## src/rtl/ecm_div.sv

```systemverilog
`timescale 1ns / 1ps
module ecm_div (
  input  logic        clk,
  input  logic        rst_n,
  input  logic        start,
  input  logic [63:0] dividend,
  input  logic [31:0] divisor,
  output logic        done,
  output logic [31:0] quotient
);
  // quotient must fit 32 bits: dividend below divisor * 2^32
  logic [32:0] rem_r;
  logic [31:0] low_r, q_r, d_r;
  logic        busy_r, done_r;
  logic [4:0]  cnt_r;
  logic [32:0] trial;
  logic        fits;

  assign trial = {rem_r[31:0], low_r[31]};
  assign fits  = trial >= {1'b0, d_r};

  always_ff @(posedge clk) begin
    if (!rst_n) begin
      busy_r <= 1'b0;
      done_r <= 1'b0;
      cnt_r  <= '0;
    end else begin
      done_r <= 1'b0;
      if (start) begin
        busy_r <= 1'b1;
        cnt_r  <= '0;
      end else if (busy_r) begin
        cnt_r <= cnt_r + 5'd1;
        if (&cnt_r) begin
          busy_r <= 1'b0;
          done_r <= 1'b1;
        end
      end
    end
  end

  always_ff @(posedge clk) begin
    if (start) begin
      rem_r <= {1'b0, dividend[63:32]};
      low_r <= dividend[31:0];
      d_r   <= divisor;
      q_r   <= '0;
    end else if (busy_r) begin
      rem_r <= fits ? trial - {1'b0, d_r} : trial;
      low_r <= {low_r[30:0], 1'b0};
      q_r   <= {q_r[30:0], fits};
    end
  end

  assign done     = done_r;
  assign quotient = q_r;

endmodule

```

## config.mk

```make
export PLATFORM = sky130hd
export DESIGN_NAME = ecm_div
export DESIGN_NICKNAME = d
export VERILOG_FILES = /design/src/rtl/ecm_div.sv
export SDC_FILE = /design/constraint.sdc
export NUM_CORES = 1
export LEC_CHECK = 0
export ABC_AREA = 1
export BUFFER_PORTS_ARGS = -buffer_cell sky130_fd_sc_hd__clkbuf_2
export CELL_PAD_IN_SITES_DETAIL_PLACEMENT = 0
export CELL_PAD_IN_SITES_GLOBAL_PLACEMENT = 1
export CORE_MARGIN = 8
export CORE_UTILIZATION = 40
export CTS_CLUSTER_SIZE = 14
export DETAILED_ROUTE_END_ITERATION = 8
export GPL_ROUTABILITY_DRIVEN = 1
export GPL_TIMING_DRIVEN = 0
export PLACE_DENSITY_LB_ADDON = 0.1
export SLEW_MARGIN = 20
export SYNTH_ARGS = -nofsm -noshare
export SYNTH_HDL_FRONTEND = slang
export SYNTH_SLANG_ARGS = --single-unit
```

## constraint.sdc

```tcl
create_clock -name clk -period 3.8 [get_ports clk]
set_input_delay 0.76 -clock clk [delete_from_list [all_inputs] [get_ports clk]]
set_output_delay 0.76 -clock clk [all_outputs]
set_load 0.005 [all_outputs]
```

---- Yosys cells after proc, flatten, opt, wreduce, memory -nomap -nowiden ----
Index checks and enable logic that the tools add are counted.
Widths: inputs -> output; s select.
word-level totals
  memories kept ........................... 0
  bits in latches ......................... 0
  word-level logic and storage cells ...... 25
  ROM bits ................................ 0
  flip-flop bits (word level) ............. 135
  output and inout bits ................... 33
  memory bits (writable) .................. 0
cells by class
  reductions and logical operators ........ 4
  equal/unequal tests ..................... 0
  shift-type cells ........................ 0
  magnitude comparators ................... 1
  div/mod/pow operators ................... 0
  $mul .................................... 0
  muxes and demuxes ....................... 9
  bitwise gates (word level) .............. 2
  add/sub/neg operators ................... 2
operators with widths
  operator             count
  $mux 32              5
  $ge 33x32->1         1
  $sub 32x32->32       1
  $add 5x1->5 const B  1
  $reduce_and 5->1     1
  $mux 1               4
  $reduce_or 3->1      1
  $not 1->1            2
  $reduce_bool 2->1    1
  $reduce_or 2->1      1

---- Longest topological paths before layout ----
  depth after elaboration ................. 4
  gate-level depth with buffers ........... 17
  gate-level depth less buffers ........... 16

---- Least setup slack after synthesis ----
Ideal clock, no wire load.
  path type ............................... input -> register
  start point ............................. in start
  end point ............................... reg low_r[0] (enable)
  arrival time ............................ 2.874 ns
  buffers on the path ..................... 1
  slack ................................... 0.472 ns
  cell stages on the path ................. 3
  required time ........................... 3.346 ns
  cell sequence ........................... nor2_1 -> inv_1 -> clkbuf_1
on the way
  longest elaborated chain between the ends .. 1
RTL lines
  item                         line  text
  start, declared              5     input logic start,
  $reduce_bool 2->1 (no line)  n/a
  end signal, assigned         45    low_r <= dividend[31:0];
  end signal, assigned         50    low_r <= {low_r[30:0], 1'b0};
  end, declared                13    logic [31:0] low_r, q_r, d_r;
No other way between the ends.
A chain may end at the register's enable or synchronous reset.

---- Final worst setup path ----
  start point ............................. in start
  end point ............................... reg rem_r[24] (data pin)
on the way
  longest elaborated chain between the ends .. 1
RTL lines
  item                  line  text
  $mux 32               43    if (start) begin
  end signal, assigned  44    rem_r <= {1'b0, dividend[63:32]};
  end signal, assigned  49    rem_r <= fits ? trial - {1'b0, d_r} : trial;
  end, declared         12    logic [32:0] rem_r;
No other way between the ends.

==> summary.txt <==
Placed design
  • GP Congestion: roughly 0.89
  • DP HPWL: 17470 um
  • Worst slack, placed: around 0.65 ns
  • PortBufs: 131

Global routing
  • Initial antenna violation count: 0
  • Congestion Overflow GR: 0
  • First-pass GRT wire length: roughly 36000 um
  • Total track usage: 18.66%
  • Largest net degree at the start of global routing: 47
  • Vias in the first global route: about 7000

Worst hold path
  • Worst Hold Launch: quotient[31]
  • Worst Hold Class: reg -> reg

STA
  • # setup viols final: 0
  • Final worst-path cycle share: between 70 and 80%
  • Fin crit period: approximately 2.7 ns
  • RSZ-0062 raised after global routing: false
  • Final Worst Setup Slack: between 1 and 1.5 ns
  • Slew HR: a little under 30%
  • Slew @ Worst Pin: between 1 and 1.5 ns
  • Final setup TNS: 0 ns
  • Slew Viols, Final: 0
  • Max Clk Rate: 364.2 MHz
  • Skew final: roughly 0.014 ns
  • Final hold vios: 0

Critical path
  • Req. time, crit path: between 4 and 5 ns
  • Signal arrival time at the worst endpoint: approximately 3.0 ns
  • Worst Setup End Kind: flop
  • Crit path kind: in -> reg
  • Worst Setup SP: start
  • Reg-to-Reg Start: rem_r[26]
  • Crit start category: input port
  • Slowest CP cell: clkbuf_2
  • Crit-path cells: clkbuf_2 > inv_1 > clkbuf_1 > clkbuf_1 > nand3_1 > nand2_1
  • Most frequent cell on the critical path: clkbuf_1
  • CP Max Fanout: 37
  • Biggest cell delay along the critical path: 0.57 ns

Floorplanning
  • CORE AREA: approximately 20000 um^2
  • Die ar.: about 25000 um^2
  • Die H: roughly 160 um
  • Std cell rows: 52
  • Chip width: approximately 160 um
  • Top Ports: around 130
  • Initial core utilization: between 40% and 50%

Route
  • Final ANT Viol Nets: 0
  • DRT Pass-1 Iters: 6
  • Vias per cell: about 4.6
  • Vias: 6980
  • Drt initial violations: roughly 330
  • DR WL/cell: about 15 um
  • DRT Wirelength: about 22000 um
  • Drt drc: 0

Synth
  • Register area share after synthesis: 45.26%
  • Top_reg_cell synth: edfxtp_1
  • Top cells by count, synth: nand2_1 (433), inv_1 (200), edfxtp_1 (96)
  • FFs w/ async S/R, synth: 0%
  • Post-synthesis instance total: between 1000 and 1500
  • Area contributors post-synth: edfxtp_1 (36%), nand2_1 (20%), dfxtp_1 (9.6%)
  • Flops & latches, synth: between 100 and 150
  • Syn_nets: 1225
  • Synth top area share: approximately 36%
  • Number of flops mapped to enable cells by yosys: 96
  • Most common cell in the synthesized netlist: nand2_1
  • Dominant cell type by area after synthesis: edfxtp_1
  • Average size of a mapped cell: 7.419 um^2
  • Syn. warnings: 0
  • Synthesized cell area: 8094 um^2
  • Post-synthesis cell type count: 36

Clock tree
  • Clock transition at the registers of the reported paths: approximately 0.07 ns
  • Max H-tree Level: 4
  • CTS Buffer Depth: 2
  • Hold buffers post-CTS: 0
  • Postcts setup bufs: 0
  • CTS Sinks: between 100 and 150
  • Clock Tree Root: clkbuf_16
  • Post_cts resized: 0
  • CTS tree: built
  • Worst-skew pair later-pin latency: approximately 0.43 ns
  • Cts bufs inserted: 17

Power and ir drop
  • Combinational share of power: 32.7%
  • Int Pwr: ~3300 uW
  • Power Density: between 500 and 600 nW/um^2
  • Sw Share: 36.87%
  • Switch Pwr: around 1900 uW
  • LEAKAGE: 0.005022 uW
  • Peak supply drop: ~0.29 mV
  • Sequential Power Share: approximately a third
  • Clk pwr share: ~32%
  • Power Total: around 5200 uW

Layout
  • Share of layout cells above drive strength 1: about 15%
  • ANT cells: 0
  • Nets: approximately 1400
  • P&R area growth vs syn: 19.96%

Run
  • Max-Cap Viols: 0

Status
  • Status: complete, no violations
-- through the flow --
stage          hold WS (ns)  instance area (um^2)  utilization (%)  instances
5_1_grt              0.4858                  9709            48.45       1525
3_3_place_gp         0.4387                  9087            45.35       1492
4_1_cts              0.4689                  9709            48.45       1525
6_report             0.4641                  9709            48.45       1525
2_1_floorplan        0.4517                  8094                -       1091
3_5_place_dp         0.4525                  9119            45.50       1493
-- path summary, 6_finish.rpt --
kind,slack [ns],depth (start not counted),endpoint
worst max-delay path,1.05,6,rem_r[24]
worst min register to register,0.46,2,quotient[31]
worst min-delay path,0.46,2,quotient[31]
worst max register to register,1.24,13,rem_r[28]
-- power groups by stage --
stage	Clock (uW)	Combinational [uW]	Sequential (uW)
after floorplan	0	1250	1840
after global placement	0	1720	1860
after detailed placement	0	1720	1850
after CTS	1730	1730	1830
after global routing	1790	1960	1840
final	1690	1710	1830
-- per-layer routing --
layer  routed length [um]  up-vias  share of wire (%)  GRT usage (%)
li1                     -     3736                  -              -
met4                  397        0                1.8          5.882
met3                 1115       23                5.0          4.750
met5                    0        -                  0              0
met2                10550      117                 47          31.17
met1                10290     3104                 46          23.19
-- sequential cells by signal (all words and copies together) (netlist names) --
| signal | count |
|---|---|
| quotient | 32 |
| busy_r | 1 |
| cnt_r | 5 |
| low_r | 32 |
| done | 1 |
| rem_r | 32 |
| d_r | 32 |
-- logic make-up (layout without fill, tap and decap cells) --
logic type / after synthesis / count (layout) / synth area share [%]
xor+xnor: 14 / 14 / 1.515
simple gates: 611 / 611 / 31.78
flops: 135 / 135 / 45.26
buf+inv: 233 / 397 / 11.39
fa+ha+maj: 35 / 35 / 5.503
compound gates: 63 / 63 / 4.545
-- cells in the final DEF, fill, tap and decap left out, types with 2 or more instances in the layout --
cell       Yosys  layout
nand2_1      433     433
inv_1        200     200
clkbuf_2       0     131
edfxtp_1      96      96
nand3_1       72      72
nor2_1        49      49
dfxtp_1       39      39
ha_1          34      34
o22ai_1       30      30
nand3b_1      26      26
a21oi_1       19      19
clkbuf_1      18      17
clkbuf_16      0      17
xnor2_1       14      14
nand4_1       10      10
o21ai_0        8       8
inv_8          0       7
nand2_2        5       5
buf_6          5       5
inv_6          0       5
nor3_1         4       4
buf_1          3       3
nor2_2         3       3
nor4_1         2       2
inv_2          2       2
nand2_4        2       2
and2_1         2       2
buf_2          2       2
buf_4          2       2
-- layout make-up --
cell class                      instances  area [um^2]
Tap cell                              270        337.8
Sequential cell                       135         3664
Buffer                                 30        163.9
Inverter                              203        762.0
Clock inverter                         15        165.2
Fill cell                            2161        10330
Multi-Input combinational cell        723         3508
Clock buffer                           17        425.4
Timing Repair Buffer                  132        683.2
-- critical path: cells and delay by family --
family	cells	cell delay, ns
buf+inv	4	1.98
simple gates	2	0.26
No activity file was read; power rests on OpenSTA's default activity.
