## src/rtl/ecm_isqrt.sv

```systemverilog
`timescale 1ns / 1ps
module ecm_isqrt (
  input  logic        clk,
  input  logic        rst_n,
  input  logic        start,
  input  logic [63:0] radicand,
  output logic        done,
  output logic [31:0] root
);
  logic [63:0] x_r, r_r, bit_r;
  logic        busy_r, done_r;
  logic [4:0]  cnt_r;
  logic [63:0] trial;

  assign trial = r_r + bit_r;

  always_ff @(posedge clk) begin
    if (!rst_n) begin
      busy_r <= 1'b0;
      done_r <= 1'b0;
      cnt_r  <= '0;
    end else begin
      done_r <= 1'b0;
      if (start) begin
        busy_r <= 1'b1;
        cnt_r  <= '0;
      end else if (busy_r) begin
        cnt_r <= cnt_r + 5'd1;
        if (&cnt_r) begin
          busy_r <= 1'b0;
          done_r <= 1'b1;
        end
      end
    end
  end

  // one result bit per cycle, two radicand bits consumed
  always_ff @(posedge clk) begin
    if (start) begin
      x_r   <= radicand;
      r_r   <= '0;
      bit_r <= 64'h4000_0000_0000_0000;
    end else if (busy_r) begin
      if (x_r >= trial) begin
        x_r <= x_r - trial;
        r_r <= (r_r >> 1) + bit_r;
      end else begin
        r_r <= r_r >> 1;
      end
      bit_r <= bit_r >> 2;
    end
  end

  assign done = done_r;
  assign root = r_r[31:0];

endmodule

```

## config.mk

```make
export PLATFORM = sky130hd
export DESIGN_NAME = ecm_isqrt
export DESIGN_NICKNAME = d
export VERILOG_FILES = /design/src/rtl/ecm_isqrt.sv
export SDC_FILE = /design/constraint.sdc
export NUM_CORES = 1
export LEC_CHECK = 0
export BUFFER_PORTS_ARGS = -buffer_cell sky130_fd_sc_hd__buf_2
export CAP_MARGIN = 25
export CORE_MARGIN = 8
export CORE_UTILIZATION = 25
export CTS_BUF_LIST = sky130_fd_sc_hd__clkbuf_4 sky130_fd_sc_hd__clkbuf_8 sky130_fd_sc_hd__clkbuf_16
export CTS_CLUSTER_DIAMETER = 200
export DETAILED_ROUTE_END_ITERATION = 16
export PLACE_DENSITY = 0.37
export SYNTH_ARGS = -nofsm -noshare
export SYNTH_HDL_FRONTEND = slang
export SYNTH_SLANG_ARGS = --single-unit
```

## constraint.sdc

```tcl
create_clock -name clk -period 13.5 [get_ports clk]
set_input_delay 1.35 -clock clk [delete_from_list [all_inputs] [get_ports clk]]
set_output_delay 1.35 -clock clk [all_outputs]
set_load 0.03 [all_outputs]
```

# Yosys cells after proc, flatten, opt, wreduce, memory -nomap -nowiden

Cells that the tools add are included.

Register bits: 167
Latch bits: 0
Bits in writable memories: 0
Bits in read-only memories: 0
Bits of input ports: 67
Output and inout bits: 33
Logic and storage cells: 27
Memories: 0

Add/sub/neg operators: 4
Multiply operators: 0
Divide/modulo/power cells: 0
Order comparisons: 1
Equal/unequal tests: 0
Shifts and indexed selects: 0
Multiplexer cells: 8
Bitwise operators: 2
Reduce and logical (&&, ||, !) cells: 6

Operator list:

| operator              | number |
|---|---|
| $mux W64              | 4 |
| $add A63 B63 Y64      | 1 |
| $add A64 B63 Y64      | 1 |
| $ge A64 B64 Y1        | 1 |
| $sub A64 B64 Y64      | 1 |
| $add A5 B1 Y5 const B | 1 |
| $reduce_and A5 Y1     | 1 |
| $mux W1               | 4 |
| $reduce_bool A2 Y1    | 2 |
| $reduce_or A3 Y1      | 1 |
| $not A1 Y1            | 2 |
| $reduce_and A2 Y1     | 1 |
| $reduce_or A2 Y1      | 1 |

# Longest topological paths before layout

Depth in word-level cells: 5
Mapped depth: 26
Mapped depth without buffers: 23

# Worst setup path before layout

No wires, ideal clock.

Kind: register to register
From: register r_r[2]
To: register x_r[0] (enable)
Arrival time: 5.539 ns
Required time: 12.810 ns
Slack: 7.271 ns
Cell stages (with the launch flop): 22
Buffers on the path: 1
Clock period less this slack: 6.229 ns
Path through: dfxtp_1 ha_1 a31o_2 a31oi_4 o21ai_2 a311oi_2 o31ai_2 a311o_1 nand2_1 and4bb_1 o41ai_2 xor2_1 ha_1 a21o_1 a21o_1 a21oi_1 o21ai_0 a221oi_2 nand2_1 buf_2 nand2_1 nand2_1

Cells in the longest elaborated chain, start to end: 4

RTL lines:

| what                         | RTL line | text |
|---|---|---|
| from (decl)                  | 10       | `logic [63:0] x_r, r_r, bit_r;` |
| from (signal assigned)       | 46       | `r_r <= (r_r >> 1) + bit_r;` |
| from (signal assigned)       | 48       | `r_r <= r_r >> 1;` |
| $add A64 B63 Y64             | 15       | `assign trial = r_r + bit_r;` |
| $ge A64 B64 Y1               | 44       | `if (x_r >= trial) begin` |
| $reduce_bool A2 Y1 (no line) | --       |  |
| $reduce_and A2 Y1 (no line)  | --       |  |
| to (signal assigned)         | 40       | `x_r <= radicand;` |
| to (signal assigned)         | 45       | `x_r <= x_r - trial;` |
| to (decl)                    | 10       |  |

No other way between the ends.
A chain may end at the register's enable or synchronous reset.

# Final worst setup path

From: register r_r[0]
To: register r_r[11]

Cells in the longest elaborated chain, start to end: 3

RTL lines:

| what             | RTL line |
|---|---|
| $add A64 B63 Y64 | 15 |
| $ge A64 B64 Y1   | 44 |
| $mux W64         | 44 |

No other way between the ends.

==> results.json <==
{
  "fp.dieH_um": 268,
  "max_stage_delay_ps": 590,
  "fin_total_pwr_mw": 2.82,
  "worstPathRequired_ps": 13900,
  "grt_pass1_wl_um": 85800,
  "path_class": "reg -> reg",
  "outcome": "completed",
  "min_from": "cnt_r[4]",
  "worstSkewPairLatency_ps": 490,
  "cp_top_family": "compound AO/OA/AOI/OAI gates",
  "cts-buffers-inserted": 17,
  "route.detailed.wl_per_inst_um": 19.4,
  "place_congestion": 0.845,
  "diodes": 0,
  "synth_top_family_by_area": "compound AO/OA/AOI/OAI gates",
  "synthFlopType": "dfxtp_1",
  "relSlewSlack": 0.383,
  "fin_crit_sh": 0.515,
  "drt-total-wl_um": 55600,
  "synth.distinct_cells": 86,
  "min_to": "cnt_r[4]",
  "synthCells": 2021,
  "finalHoldViolCount": 0,
  "synth_compound_area_frac": 0.287,
  "maxSlewViolCount": 0,
  "cts.clk_slew.worst_paths_ps": 70,
  "synthArstFlopShare": 0,
  "peakVddDrop_v": 0.000102,
  "final_area_um2": 17500,
  "grt_use_total": 0.154,
  "path_max_fanout": 44,
  "syn2layout_area_growth_pct": 10.2,
  "r2r-start": "r_r[0]",
  "dieWidth_um": 268,
  "cts_hold_buffers": 0,
  "hold_path_depth": 2,
  "drtIter0Drc": 1067,
  "grt_overflow": 0,
  "cts_resized": 0,
  "tns_ps": 0,
  "syn_nets": 2221,
  "dieArea_um2": 71600,
  "cts_sinks": 167,
  "yosysSeqAreaShare": 0.252,
  "final_common_cell": "nand2_1",
  "rsz0062_at_grt": "false",
  "dp.final_hpwl_um": 43000,
  "clockRootBuffer": "clkbuf_16",
  "via_per_inst": 5.19,
  "finalCriticalPeriod_ps": 6950,
  "cts_max_level": 4,
  "ioPinCount": 100,
  "netlist_area_um2": 15800,
  "cts_tree": "built",
  "dpl_cell_area_um2": 16800,
  "drc": 0,
  "yosys.area_share.simple": 0.188,
  "antenna_found_initial": 1,
  "grt_max_degree": 136,
  "synthXorXnorAreaFrac": 0.0824,
  "critPathLaunchType": "flop",
  "clockBufferDepth": 2,
  "max_freq_mhz": 144,
  "final_nets": 2203,
  "skew_ps": 12.2,
  "fillers": 6925,
  "start_util": 0.252,
  "cts_setup_buffers": 0,
  "synth_edf_count": 64,
  "min_path_type": "reg -> reg",
  "ff2ff_setup_slack_ps": 6550,
  "fin_util": 0.278,
  "grt_pass1_vias": 14400,
  "slowest_stage": "and2_2",
  "yosysWarnings": 0,
  "cp-end-kind": "flop",
  "synthAdderAreaFrac": 0.106,
  "p_leak_nw": 6.55,
  "detail_route.first_pass.iterations": 6,
  "finalSetupViolCount": 0,
  "synthMuxAreaShare": 0.0328,
  "port_buffers": 99,
  "worst_pin_slew_ps": 920,
  "reg2regPathDepth": 25,
  "ant_nets": 0,
  "critPathLaunch": "r_r[0]",
  "rows": 92,
  "critPathArrivalTime_ps": 7350,
  "num_vias": 14900,
  "cp.buffers_inverters": 2,
  "drive_gt1_frac": 0.0992,
  "rr_endpoint": "r_r[11]",
  "avgSynthCellArea_um2": 7.84,
  "ys_ff_latch": 167,
  "cp_common_cell": "o21ai_0",
  "placed_cells_incl_taps": 2830,
  "final_cell_mix": "nand2_1 (253), nor2_1 (206), o21ai_0 (156)",
  "core_um2": 62900,
  "max-cap-violations": 0,
  "fin_cells": 2862,
  "pwr_density_cell_nw_per_um2": 161
}
per-layer routing:
layer	up-vias	global-route usage	routed length, um
li1	7434	-	-
met1	7046	0.205	26300
met2	319	0.250	25700
met3	57	0.0217	2290
met4	0	0.0586	1350
met5	-	0	0
flip-flops by register name, indices dropped and copies added (netlist names):
| name | count |
|---|---|
| r_r | 64 |
| done | 1 |
| cnt_r | 5 |
| bit_r | 32 |
| busy_r | 1 |
| x_r | 64 |
area by class of cell:
type | count | area, um^2 | area share
Clock buffer | 25 | 557 | 0.0319
Clock inverter | 7 | 78.8 | 0.00452
Inverter | 35 | 131 | 0.00753
Multi-Input combinational cell | 1674 | 11000 | 0.632
Sequential cell | 167 | 3990 | 0.229
Tap cell | 846 | 1060 | 0.0607
Timing Repair Buffer | 108 | 602 | 0.0345
Yosys cell counts (5+ instances only):
| master | n | area share |
|---|---|---|
| a211oi_1 | 26 | 0.012 |
| a21boi_0 | 14 | 0.0066 |
| a21o_1 | 55 | 0.026 |
| a21oi_1 | 135 | 0.043 |
| a21oi_2 | 6 | 0.0033 |
| a221oi_1 | 5 | 0.0028 |
| a311oi_1 | 36 | 0.020 |
| a31o_2 | 21 | 0.012 |
| a31oi_1 | 63 | 0.025 |
| a41oi_1 | 7 | 0.0039 |
| and2_1 | 18 | 0.0071 |
| and3_1 | 17 | 0.0067 |
| and4_1 | 9 | 0.0050 |
| buf_1 | 6 | 0.0014 |
| buf_2 | 10 | 0.0032 |
| buf_4 | 36 | 0.017 |
| clkbuf_1 | 92 | 0.022 |
| dfxtp_1 | 103 | 0.13 |
| edfxtp_1 | 64 | 0.12 |
| ha_1 | 132 | 0.10 |
| inv_1 | 34 | 0.0081 |
| mux2_2 | 7 | 0.0050 |
| mux2i_1 | 44 | 0.028 |
| nand2_1 | 254 | 0.060 |
| nand2b_1 | 9 | 0.0036 |
| nand3_1 | 30 | 0.0095 |
| nand4_1 | 37 | 0.015 |
| nor2_1 | 206 | 0.049 |
| nor2b_1 | 18 | 0.0071 |
| nor3_1 | 19 | 0.0060 |
| nor4_1 | 5 | 0.0020 |
| o211ai_1 | 8 | 0.0038 |
| o21a_1 | 16 | 0.0076 |
| o21ai_0 | 156 | 0.049 |
| o21ai_1 | 7 | 0.0022 |
| o21bai_1 | 38 | 0.018 |
| o31a_1 | 5 | 0.0028 |
| o31ai_1 | 17 | 0.0081 |
| o32ai_1 | 7 | 0.0039 |
| o41ai_1 | 5 | 0.0028 |
| or3_1 | 25 | 0.0099 |
| xnor2_1 | 83 | 0.046 |
| xor2_1 | 66 | 0.037 |
tightest hold or removal path: stages, from the launching register on:
cell	delay, ps
dfxtp_1	340
mux2i_1	70
nor2_1	80
how the worst max path moves through the flow:
| stage | endpoint | cells past startpoint | slack (ps) |
|---|---|---|---|
| after CTS | r_r[11] | 22 | 6560 |
| after global placement | x_r[26] | 19 | 6670 |
| after floorplan | x_r[0] | 21 | 7270 |
| after global routing | r_r[11] | 25 | 5950 |
| after detailed placement | r_r[9] | 22 | 6590 |
| final | r_r[11] | 25 | 6550 |
cells by family after synthesis:
family                     Yosys count
AOI/OAI and AO/OA                  679
adders and majority gates          133
DFF                                167
muxes                               51
and+or+nand+nor                    662
xor gates and xnor gates           149
buffers and inverters              180
metrics by stage:
| stage | hold slack (ps) | worst slack (ps) |
|---|---|---|
| finish | 513 | 6550 |
| global route | 550 | 5950 |
| CTS | 517 | 6560 |
| detailed placement | 495 | 6590 |
| global placement | 484 | 6670 |
| floorplan | 467 | 7270 |
power breakdown:
part / internal (mW) / switching (mW)
Combinational: 0.569 / 0.945
Sequential: 0.659 / 0.0945
Clock: 0.307 / 0.241
Total: 1.53 / 1.28
(Power assumes the default switching activity.)
