===== src/rtl/ecm_pkg.sv =====
`timescale 1ns / 1ps
package ecm_pkg;

  localparam int CFG_AW = 5;

  // register map, one word per register
  typedef enum logic [2:0] {
    REG_SENS  = 3'd0,
    REG_SPEED = 3'd1,
    REG_UP_X  = 3'd2,
    REG_UP_Y  = 3'd3,
    REG_UP_Z  = 3'd4
  } reg_idx_t;

  typedef struct packed {
    logic [15:0] sens;
    logic [15:0] speed;
    logic [15:0] up_x;
    logic [15:0] up_y;
    logic [15:0] up_z;
  } cfg_t;

  localparam logic [15:0] SENS_RESET  = 16'd6554;
  localparam logic [15:0] SPEED_RESET = 16'd128;
  localparam logic [15:0] UP_Y_RESET  = 16'd16384;

  // angles in Q16 degrees
  localparam logic signed [34:0] FULL_TURN   = 35'sd23592960;
  localparam logic signed [34:0] HALF_TURN   = 35'sd11796480;
  localparam logic signed [34:0] PITCH_LIMIT = 35'sd5832704;
  localparam logic signed [25:0] HALF_TURN_Z = 26'sd11796480;
  localparam logic signed [25:0] QUARTER_Z   = 26'sd5898240;
  localparam logic signed [25:0] YAW_RESET   = -26'sd5898240;

  localparam logic signed [32:0] CORDIC_GAIN = 33'sd652032874;
  localparam int CORDIC_STEPS = 16;
  localparam logic signed [25:0] ATAN_Q16 [CORDIC_STEPS] = '{
    26'sd2949120, 26'sd1740967, 26'sd919879, 26'sd466945,
    26'sd234379, 26'sd117304, 26'sd58666, 26'sd29335,
    26'sd14668, 26'sd7334, 26'sd3667, 26'sd1833,
    26'sd917, 26'sd458, 26'sd229, 26'sd115
  };

  localparam logic signed [15:0] UNIT_Q14   = 16'sd16384;
  localparam logic [31:0]        UNIT_Q14_U = 32'd16384;
  localparam logic signed [65:0] ROUND_Q30  = 66'sd536870912;
  localparam logic signed [65:0] ROUND_Q14  = 66'sd8192;
  localparam logic [31:0]        NS_PER_S   = 32'd1000000000;
  localparam logic [63:0]        HALF_NS    = 64'd500000000;
  localparam logic signed [32:0] SPEED_SCALE = 33'sd100;
  localparam logic signed [34:0] POS_MAX    = 35'sd2147483647;
  localparam logic signed [34:0] POS_MIN    = -35'sd2147483648;

  // cross product operand order: c0 = a1 b2 - a2 b1, c1 = a2 b0 - a0 b2, c2 = a0 b1 - a1 b0
  localparam logic [1:0] XA_IDX [6] = '{2'd1, 2'd2, 2'd2, 2'd0, 2'd0, 2'd1};
  localparam logic [1:0] XB_IDX [6] = '{2'd2, 2'd1, 2'd0, 2'd2, 2'd1, 2'd0};

  typedef enum logic [1:0] {
    PH_FRONT,
    PH_RIGHT,
    PH_UP
  } ph_t;

  typedef enum logic [4:0] {
    ST_IDLE,
    ST_M_MULX,
    ST_M_MULY,
    ST_M_PITCH,
    ST_M_MOD,
    ST_M_WRAP,
    ST_C_YAW,
    ST_C_YAW_W,
    ST_C_PIT,
    ST_C_PIT_W,
    ST_F0,
    ST_F2,
    ST_F3,
    ST_N_SQ,
    ST_N_ACC,
    ST_N_SQRT,
    ST_N_SQRT_W,
    ST_N_DIV,
    ST_N_DIV_W,
    ST_X_MUL,
    ST_X_ACC,
    ST_T_MUL0,
    ST_T_MUL1,
    ST_T_DIV,
    ST_T_DIV_W,
    ST_T_KEY,
    ST_T_MUL,
    ST_T_ADD,
    ST_DONE
  } st_t;

endpackage


===== src/rtl/ecm_cfg.sv =====
`timescale 1ns / 1ps
module ecm_cfg (
  input  logic                        clk,
  input  logic                        rst_n,
  input  logic                        psel,
  input  logic                        penable,
  input  logic                        pwrite,
  input  logic [ecm_pkg::CFG_AW-1:0]  paddr,
  input  logic [31:0]                 pwdata,
  output logic [31:0]                 prdata,
  output ecm_pkg::cfg_t               cfg
);
  import ecm_pkg::*;

  cfg_t     cfg_r;
  reg_idx_t idx;

  assign idx = reg_idx_t'(paddr[CFG_AW-1:2]);
  assign cfg = cfg_r;

  always_ff @(posedge clk) begin
    if (!rst_n) begin
      cfg_r.sens  <= SENS_RESET;
      cfg_r.speed <= SPEED_RESET;
      cfg_r.up_x  <= '0;
      cfg_r.up_y  <= UP_Y_RESET;
      cfg_r.up_z  <= '0;
    end else if (psel && penable && pwrite) begin
      unique case (idx)
        REG_SENS:  cfg_r.sens  <= pwdata[15:0];
        REG_SPEED: cfg_r.speed <= pwdata[15:0];
        REG_UP_X:  cfg_r.up_x  <= pwdata[15:0];
        REG_UP_Y:  cfg_r.up_y  <= pwdata[15:0];
        REG_UP_Z:  cfg_r.up_z  <= pwdata[15:0];
        default: ;
      endcase
    end
  end

  always_comb begin
    unique case (idx)
      REG_SENS:  prdata = {16'b0, cfg_r.sens};
      REG_SPEED: prdata = {16'b0, cfg_r.speed};
      REG_UP_X:  prdata = {{16{cfg_r.up_x[15]}}, cfg_r.up_x};
      REG_UP_Y:  prdata = {{16{cfg_r.up_y[15]}}, cfg_r.up_y};
      REG_UP_Z:  prdata = {{16{cfg_r.up_z[15]}}, cfg_r.up_z};
      default:   prdata = '0;
    endcase
  end

endmodule


===== config.mk =====
export PLATFORM = sky130hd
export DESIGN_NAME = ecm_cfg
export DESIGN_NICKNAME = d
export VERILOG_FILES = /design/src/rtl/ecm_pkg.sv /design/src/rtl/ecm_cfg.sv
export SDC_FILE = /design/constraint.sdc
export NUM_CORES = 1
export LEC_CHECK = 0
export ABC_AREA = 1
export BUFFER_PORTS_ARGS = -buffer_cell sky130_fd_sc_hd__buf_4
export CORE_UTILIZATION = 50
export DETAILED_ROUTE_END_ITERATION = 8
export PLACE_DENSITY_LB_ADDON = 0.08
export RECOVER_POWER = 50
export SLEW_MARGIN = 20
export SYNTH_ARGS = -nofsm -noshare
export SYNTH_HDL_FRONTEND = slang
export SYNTH_SLANG_ARGS = --single-unit

===== constraint.sdc =====
create_clock -name clk -period 2.7 [get_ports clk]
set_input_delay 0.27 -clock clk [delete_from_list [all_inputs] [get_ports clk]]
set_output_delay 0.27 -clock clk [all_outputs]
set_load 0.01 [all_outputs]

; ---- After elaboration in Yosys (flattened, before gate mapping)
; Cells that the tools add are included.
[totals]
latch_bits = 0
elab_cells = 18
output_inout_bits = 112
inputBits = 42
mem_bits_ro = 0
n_memories = 0
mem_bits_rw = 0
reg_bits = 80
[op_classes]
mul = 0
n_lt_le_gt_ge = 0
n_reduce_logical = 8
n_bitwise = 0
n_div = 0
addsub = 0
mux = 1
n_eq_ne = 4
n_shift = 0
[ops]
columns = cell, count
row1 = 32-bit case mux with 5 select lines, 1
row2 = 2-bit AND reduction, 5
row3 = "3-bit by 2-bit equality test with 1-bit output, second input constant", 2
row4 = "3-bit by 1-bit equality test with 1-bit output, second input constant", 1
row5 = "3-bit equality test, second input constant", 1
row6 = 3-bit zero test, 1
row7 = 1-bit logical AND, 2

; ---- Depth between registers and ports, before layout
; Gate-level depths: netlist (run 1).
[depth]
depth_word = 3
mapped_depth = 9
ltp_nobuf = 7

; ---- Least setup slack after synthesis (run 1)
; No wires, ideal clock.
[synth_timing]
kind = input-to-output
start = input port paddr[4] in the netlist's numbering
end = output port prdata[17]
slack_ns = 0.900
path_stages = 8
arrival_ns = 1.530
path_buffers = 3
required_ns = 2.430
cell_sequence = buf_4 > inv_4 > clkbuf_1 > nand4_1 > nand2_1 > nor2_1 > inv_1 > buf_4
[synth_between]
elab_chain_len = 2
word_cells_on_any_way = 6
cone_classes = eq/ne (4) / mux (1) / reduce/logical (1)
[synth_lines]
columns = item, line_no
row1 = from (decl), ecm_cfg.sv:8  ; input logic [ecm_pkg::CFG_AW-1:0] paddr,
row2 = 3-bit equality test (tied with other cells), ecm_cfg.sv:41  ; unique case (idx)
row3 = 32-bit case mux with 5 select lines (*), ecm_cfg.sv:41
row4 = to (decl), ecm_cfg.sv:10  ; output logic [31:0] prdata,
; Mark *: on every way between the ends. The rest lies on a longest branch, timed or not.

; ---- Worst setup path after layout (run 1)
[layout_timing]
start = input port paddr[2] in the netlist's numbering
end = register cfg_r (netlist bit cfg[71])
[layout_between]
elab_chain_len = 2
[layout_lines]
columns = item, line_no
row1 = 3-bit zero test, ecm_cfg.sv:29  ; unique case (idx)
row2 = 2-bit AND reduction (no line), --
row3 = to (decl), ecm_cfg.sv:15  ; cfg_t cfg_r;
; Every way passes these cells.
; A chain may end at the register's enable or synchronous reset.

==> metrics.cfg, run 1 <==
[outcome]
status=finished clean

[cts]
numCtsBuffers=9
cts.sinks=80
htree_levels=3
worst_skew_pair.late_latency_ps=340
cts_tree=done
cts-root-buf=clkbuf_8
ctsHoldBuffers=0
cts_setup_buffers=0
cts.clk_slew.worst_paths_ps=80
clockBufferDepth=2
cts_resized=0

[placed_design]
gp_congestion=0.875
dp.cells=825
portBuffers=135
dpl.hpwl_um=8600

[critical_path]
path_buf_inv=1
worstPathRequired_ps=2970
critical_path.top_delay_family=simple AND/OR/NAND/NOR gates
criticalPathCategory=primary input to flop
cp_slowest_cell=nor2_1
critPathLaunchType=primary input
arrival_ps=2500
crit_fanout=36
cp_slowest_stage_delay_ps=1000
crit_top_cell=nand2_1
cp_cell_sequence=buf_4 -> nor2_2 -> nand2_1 -> nor2_1 -> nand2_1 -> nand3_1
critPathCaptureType=flop

[pwr]
p_leak_nw=2.25
power_mw=2.40
p_int_mw=1.78
max-vdd-ir-drop_uv=280
pwr-share-comb_pct=11.3
p_switching_uw=626
p_per_area_nw_per_um2=493
pwr-share-seq_pct=50.2
p_sw_share_pct=26.0
p_clk_share_pct=38.5

[sta]
fin_setup_tns_ps=0
tightestPinTransition_ps=1290
clock.fmax_mhz=449
setup_violations=0
min_period_over_period_pct=82.4
layout_min_cycle_time_ps=2220
rsz0062_at_grt=no
fin_skew_ps=0
slew_headroom_pct=13.4
hold_viol=0
slew_viol_final=0

[global_route]
antenna_found_initial=0
grt_max_degree=81
overflow=0
grt_pass1_vias=3945
grt_pass1_wl_um=19800
grt.total_usage_pct=29.4

[cells_and_area]
diodes=0
largest_reg_flops=80
syn_to_final_growth_pct=17.5
final_cells=840
nNetsFinal=776
post-route-util_pct=61.8
drive_gt1_share_pct=12.3

[floorplanning]
dieHeight_um=93.1
ios=154
floorplan.initialDensity_pct=52.6
core-area_um2=7890
rows=32
die_area_um2=8670
die_x_um=93.1

[run]
maxCapViolations=0

[synthesis]
synthArstFlopShare_pct=0
synth_area_leaders=dfxtp_1 39%, nand2_1 16%, nor2_1 15%
synth_flop_cell=dfxtp_1
yosysMostFrequentCell=nand2_1
syn-cell-area_um2=4150
synth_seq_cells=80
yosysTopAreaCell=dfxtp_1
synth_edf_count=0
synth_cells=639
yosys_warnings=0
postSynthAreaPerCell_um2=6.49
syn_nets=681
synth_top_area_share_pct=38.6
ys_top_cells_by_count=174 x nand2_1, 161 x nor2_1, 109 x nand3_1
yosys.cell_types.count=19
synth-seq-area-share_pct=38.6

[routing]
dr.pass1.iters=5
ant_nets=0
drc=0
viasPerCell=5.40
drt-initial-drc-count=367
wl_um=12600
via_count=4535
wl_per_cell_um=15.0

[worst_hold_path]
hold_class=primary input to flop

-- metal layers --
layer / track usage (%) / wire length, um / share of wire (%) / vias up
met5: 0 / 0 / 0 / -
met4: 9.74 / 157 / 1.2 / 0
met3: 5.93 / 1280 / 10 / 13
met2: 44.2 / 5610 / 44 / 249
met1: 41.9 / 5580 / 44 / 2081
li1: - / - / - / 2192
-- kinds of logic after synthesis --
family                 Yosys count  synth area share (%)
AOI/OAI and AO/OA                2                 0.241
buffers and inverters           83                  11.1
DFF                             80                  38.6
and+or+nand+nor                474                  50.1
-- worst paths after layout --
kind | from | endpoint | slack [ps] | cells after the start
max | paddr[2] | cfg[71] | 480 | 6
min | pwdata[4] | cfg[68] | 140 | 3
max reg2reg | cfg[79] | cfg[79] | 2030 | 2
min reg2reg | cfg[65] | cfg[65] | 490 | 2
-- metrics by stage --
| stage | cell area [um2] | worst slack (ps) | hold WS (ps) |
|---|---|---|---|
| 2_1_floorplan | 4150 | 900 | 396 |
| 3_3_place_gp | 4990 | 658 | 474 |
| 3_5_place_dp | 4990 | 629 | 480 |
| 6_report | 4870 | 475 | 143 |
| 5_1_grt | 4870 | 351 | 137 |
| 4_1_cts | 5200 | 638 | 137 |
-- placed cells by master (no fill, tap or decap) --
cell type,n
nand3_1,109
clkbuf_8,12
nor2_1,163
inv_2,2
dfxtp_1,80
clkinvlp_4,1
nor2_8,1
nor2_2,3
clkbuf_1,81
nand2_1,174
bufinv_16,1
buf_12,1
nand4_1,16
nor2_4,4
buf_4,61
inv_1,22
inv_4,1
o21ai_0,2
nand2_2,1
nand3_4,3
-- layout make-up --
type,count,area [um2]
Sequential cell,80,1600
Multi-Input combinational cell,476,2060
Clock inverter,2,37.5
Tap cell,102,128
Clock buffer,13,169
Inverter,25,96.3
Fill cell,838,3010
Timing Repair Buffer,142,778
-- tightest hold or removal path, delay by kind of cell --
kind          cells  cell delay (ps)
buf+inv           1               80
simple gates      2              100
-- power by group through the flow --
stage / logic [mW] / registers (mW) / clock network [mW]
4_1_cts: 0.282 / 1.21 / 0.929
3_5_place_dp: 0.281 / 1.24 / 0
3_3_place_gp: 0.279 / 1.23 / 0
6_report: 0.272 / 1.21 / 0.925
2_1_floorplan: 0.170 / 1.24 / 0
5_1_grt: 0.295 / 1.21 / 0.987
Power figures use the tool's default switching activity.
==> run 2, diff against run 1 <==
--- a/config.mk
+++ b/config.mk
@@ -7,7 +7,7 @@
 export LEC_CHECK = 0
 export ABC_AREA = 1
 export BUFFER_PORTS_ARGS = -buffer_cell sky130_fd_sc_hd__buf_4
-export CORE_UTILIZATION = 50
+export CORE_UTILIZATION = 45
 export DETAILED_ROUTE_END_ITERATION = 8
 export PLACE_DENSITY_LB_ADDON = 0.08
 export RECOVER_POWER = 50
==> constraint.sdc (replaced) <==
create_clock -name clk -period 2.02 [get_ports clk]
set_input_delay 0.202 -clock clk [delete_from_list [all_inputs] [get_ports clk]]
set_output_delay 0.202 -clock clk [all_outputs]
set_load 0.01 [all_outputs]
==> run 2 against run 1 <==
  * The flow now finishes with violations (design-rule violations)
  * Count of clock-buffer cells in the layout is 2 lower
  * Flip-flop and latch count stayed put
  * Total power is 43% higher
==> metrics.cfg, run 2 (synthesized netlist as in run 1, its figures left out) <==
[outcome]
status=complete, but fails checks  ; was finished clean
violations=design-rule violations

[global_route]
overflow=0  ; unchanged
grt_pass1_wl_um=20800  ; was 19800 um
grt_pass1_vias=4095  ; was 3945
grt.total_usage_pct=27.7  ; was 29.4%
antenna_found_initial=0  ; unchanged
grt_max_degree=47  ; was 81

[cells_and_area]
mostFrequentLayoutCells=175 x nand2_1, 161 x nor2_1, 110 x nand3_1, 82 x clkbuf_1, 80 x dfxtp_1  ; was 174 x nand2_1, 163 x nor2_1, 109 x nand3_1, 81 x clkbuf_1, 80 x dfxtp_1
final_area_um2=5010  ; was 4870 um2
final_cells=856  ; was 840
drive_gt1_share_pct=13.4  ; was 12.3%
nNetsFinal=785  ; was 776
syn_to_final_growth_pct=20.8  ; was 17.5%
fillers=962  ; was 838
largest_reg_flops=80  ; unchanged
final_common_cell=nand2_1  ; unchanged
diodes=0  ; unchanged

[cts]
cts_setup_buffers=0  ; unchanged
htree_levels=3  ; unchanged
numCtsBuffers=9  ; unchanged
cts_tree=done  ; unchanged
ctsHoldBuffers=0  ; unchanged
cts_resized=0  ; unchanged
worst_skew_pair.late_latency_ps=350  ; was 340 ps
cts.sinks=80  ; unchanged
cts.clk_slew.worst_paths_ps=90  ; was 80 ps
cts-root-buf=clkbuf_8  ; unchanged
clockBufferDepth=2  ; unchanged

[run]
maxCapViolations=0  ; unchanged

[critical_path]
critPathCaptureType=primary output  ; was flop
critPathLaunchType=primary input  ; unchanged
criticalPathCategory=primary input to primary output  ; was primary input to flop
crit_fanout=20  ; was 36
arrival_ps=1530  ; was 2500 ps
worstPathRequired_ps=1820  ; was 2970 ps

[worst_hold_path]
hold_class=primary input to flop  ; unchanged

[placed_design]
dp.cells=840  ; was 825
portBuffers=135  ; unchanged
dpl.hpwl_um=9130  ; was 8600 um
placed_area_um2=5090  ; was 4990 um2
gp_congestion=0.859  ; was 0.875

[pwr]
p_leak_nw=2.32  ; was 2.25 nW
power_mw=3.43  ; was 2.40 mW
max-vdd-ir-drop_uv=358  ; was 280 uV
p_per_area_nw_per_um2=685  ; was 493 nW/um2

[routing]
drt-initial-drc-count=360  ; was 367
dr.pass1.iters=7  ; was 5
drc=7  ; was 0
wl_per_cell_um=15.4  ; was 15.0 um
viasPerCell=5.29  ; was 5.40
via_count=4530  ; was 4535
ant_nets=0  ; unchanged
wl_um=13200  ; was 12600 um

[floorplanning]
die_area_um2=9610  ; was 8670 um2
ios=154  ; unchanged
dieHeight_um=98.0  ; was 93.1 um
die_x_um=98.0  ; was 93.1 um
core-area_um2=8810  ; was 7890 um2
floorplan.initialDensity_pct=47.1  ; was 52.6%
rows=34  ; was 32

[sta]
min_period_over_period_pct=85.8
setup_violations=0  ; unchanged
tightestPinTransition_ps=442  ; was 1290 ps
clock.fmax_mhz=577
fin_skew_ps=0  ; unchanged
rsz0062_at_grt=no  ; unchanged
layout_min_cycle_time_ps=1730
fin_hold_ws_ps=75.9  ; was 143 ps
slew_viol_final=0  ; unchanged
hold_viol=0  ; unchanged
fin_setup_tns_ps=0  ; unchanged
slew_headroom_pct=70.5  ; was 13.4%

[run 2: cell types whose count changed in the layout (fill, tap and decap cells not counted), moves of 2 or more]
cell,delta
nor2_2,-2
buf_4,+7
nor2_4,+4
buf_12,+2
nor2_1,-2
clkbuf_8,-3
bufinv_16,+2
[run 2: worst paths after layout]
kind              slack (ps)   endpoint       from  cells after the start
setup / recovery         290  prdata[6]   paddr[4]                      8
hold / removal            80    cfg[68]  pwdata[4]                      3
setup reg to reg        1380    cfg[30]    cfg[30]                      2
hold reg to reg          500    cfg[35]    cfg[35]                      2
[run 2: final cells by class]
type | instances | area [um2] | area share [%]
Inverter | 25 | 96.3 | 1.92
Timing Repair Buffer | 151 | 871 | 17.4
Clock buffer | 11 | 131 | 2.62
Clock inverter | 5 | 104 | 2.07
Multi-Input combinational cell | 476 | 2070 | 41.4
Sequential cell | 80 | 1600 | 32.0
Tap cell | 108 | 135 | 2.70
[run 2: where the power goes]
part | switching [mW] | internal [mW] | total (mW)
logic | 0.255 | 0.126 | 0.381
clock network | 0.612 | 0.826 | 1.44
registers | 0.0175 | 1.60 | 1.61
[run 2: critical path: stages]
cell     delay, ps
buf_4          200
inv_4          230
nand2_1        130
nor2_4         300
buf_4          230
nand2_1         60
nand2_1         60
buf_4          110
[run 2: routing by layer]
metal  GRT usage (%)  share of wire (%)
met3            3.65                9.4
met1            39.9                 44
met5               0                  0
met4            9.67                1.5
met2            42.5                 45
[run 2: metrics by stage]
stage / utilization [%] / setup slack [ps]
finish: 56.9 / 287
global route: 56.9 / 160
CTS: 60.5 / 296
detailed placement: 57.8 / 259
global placement: 57.8 / 288
floorplan: - / 356
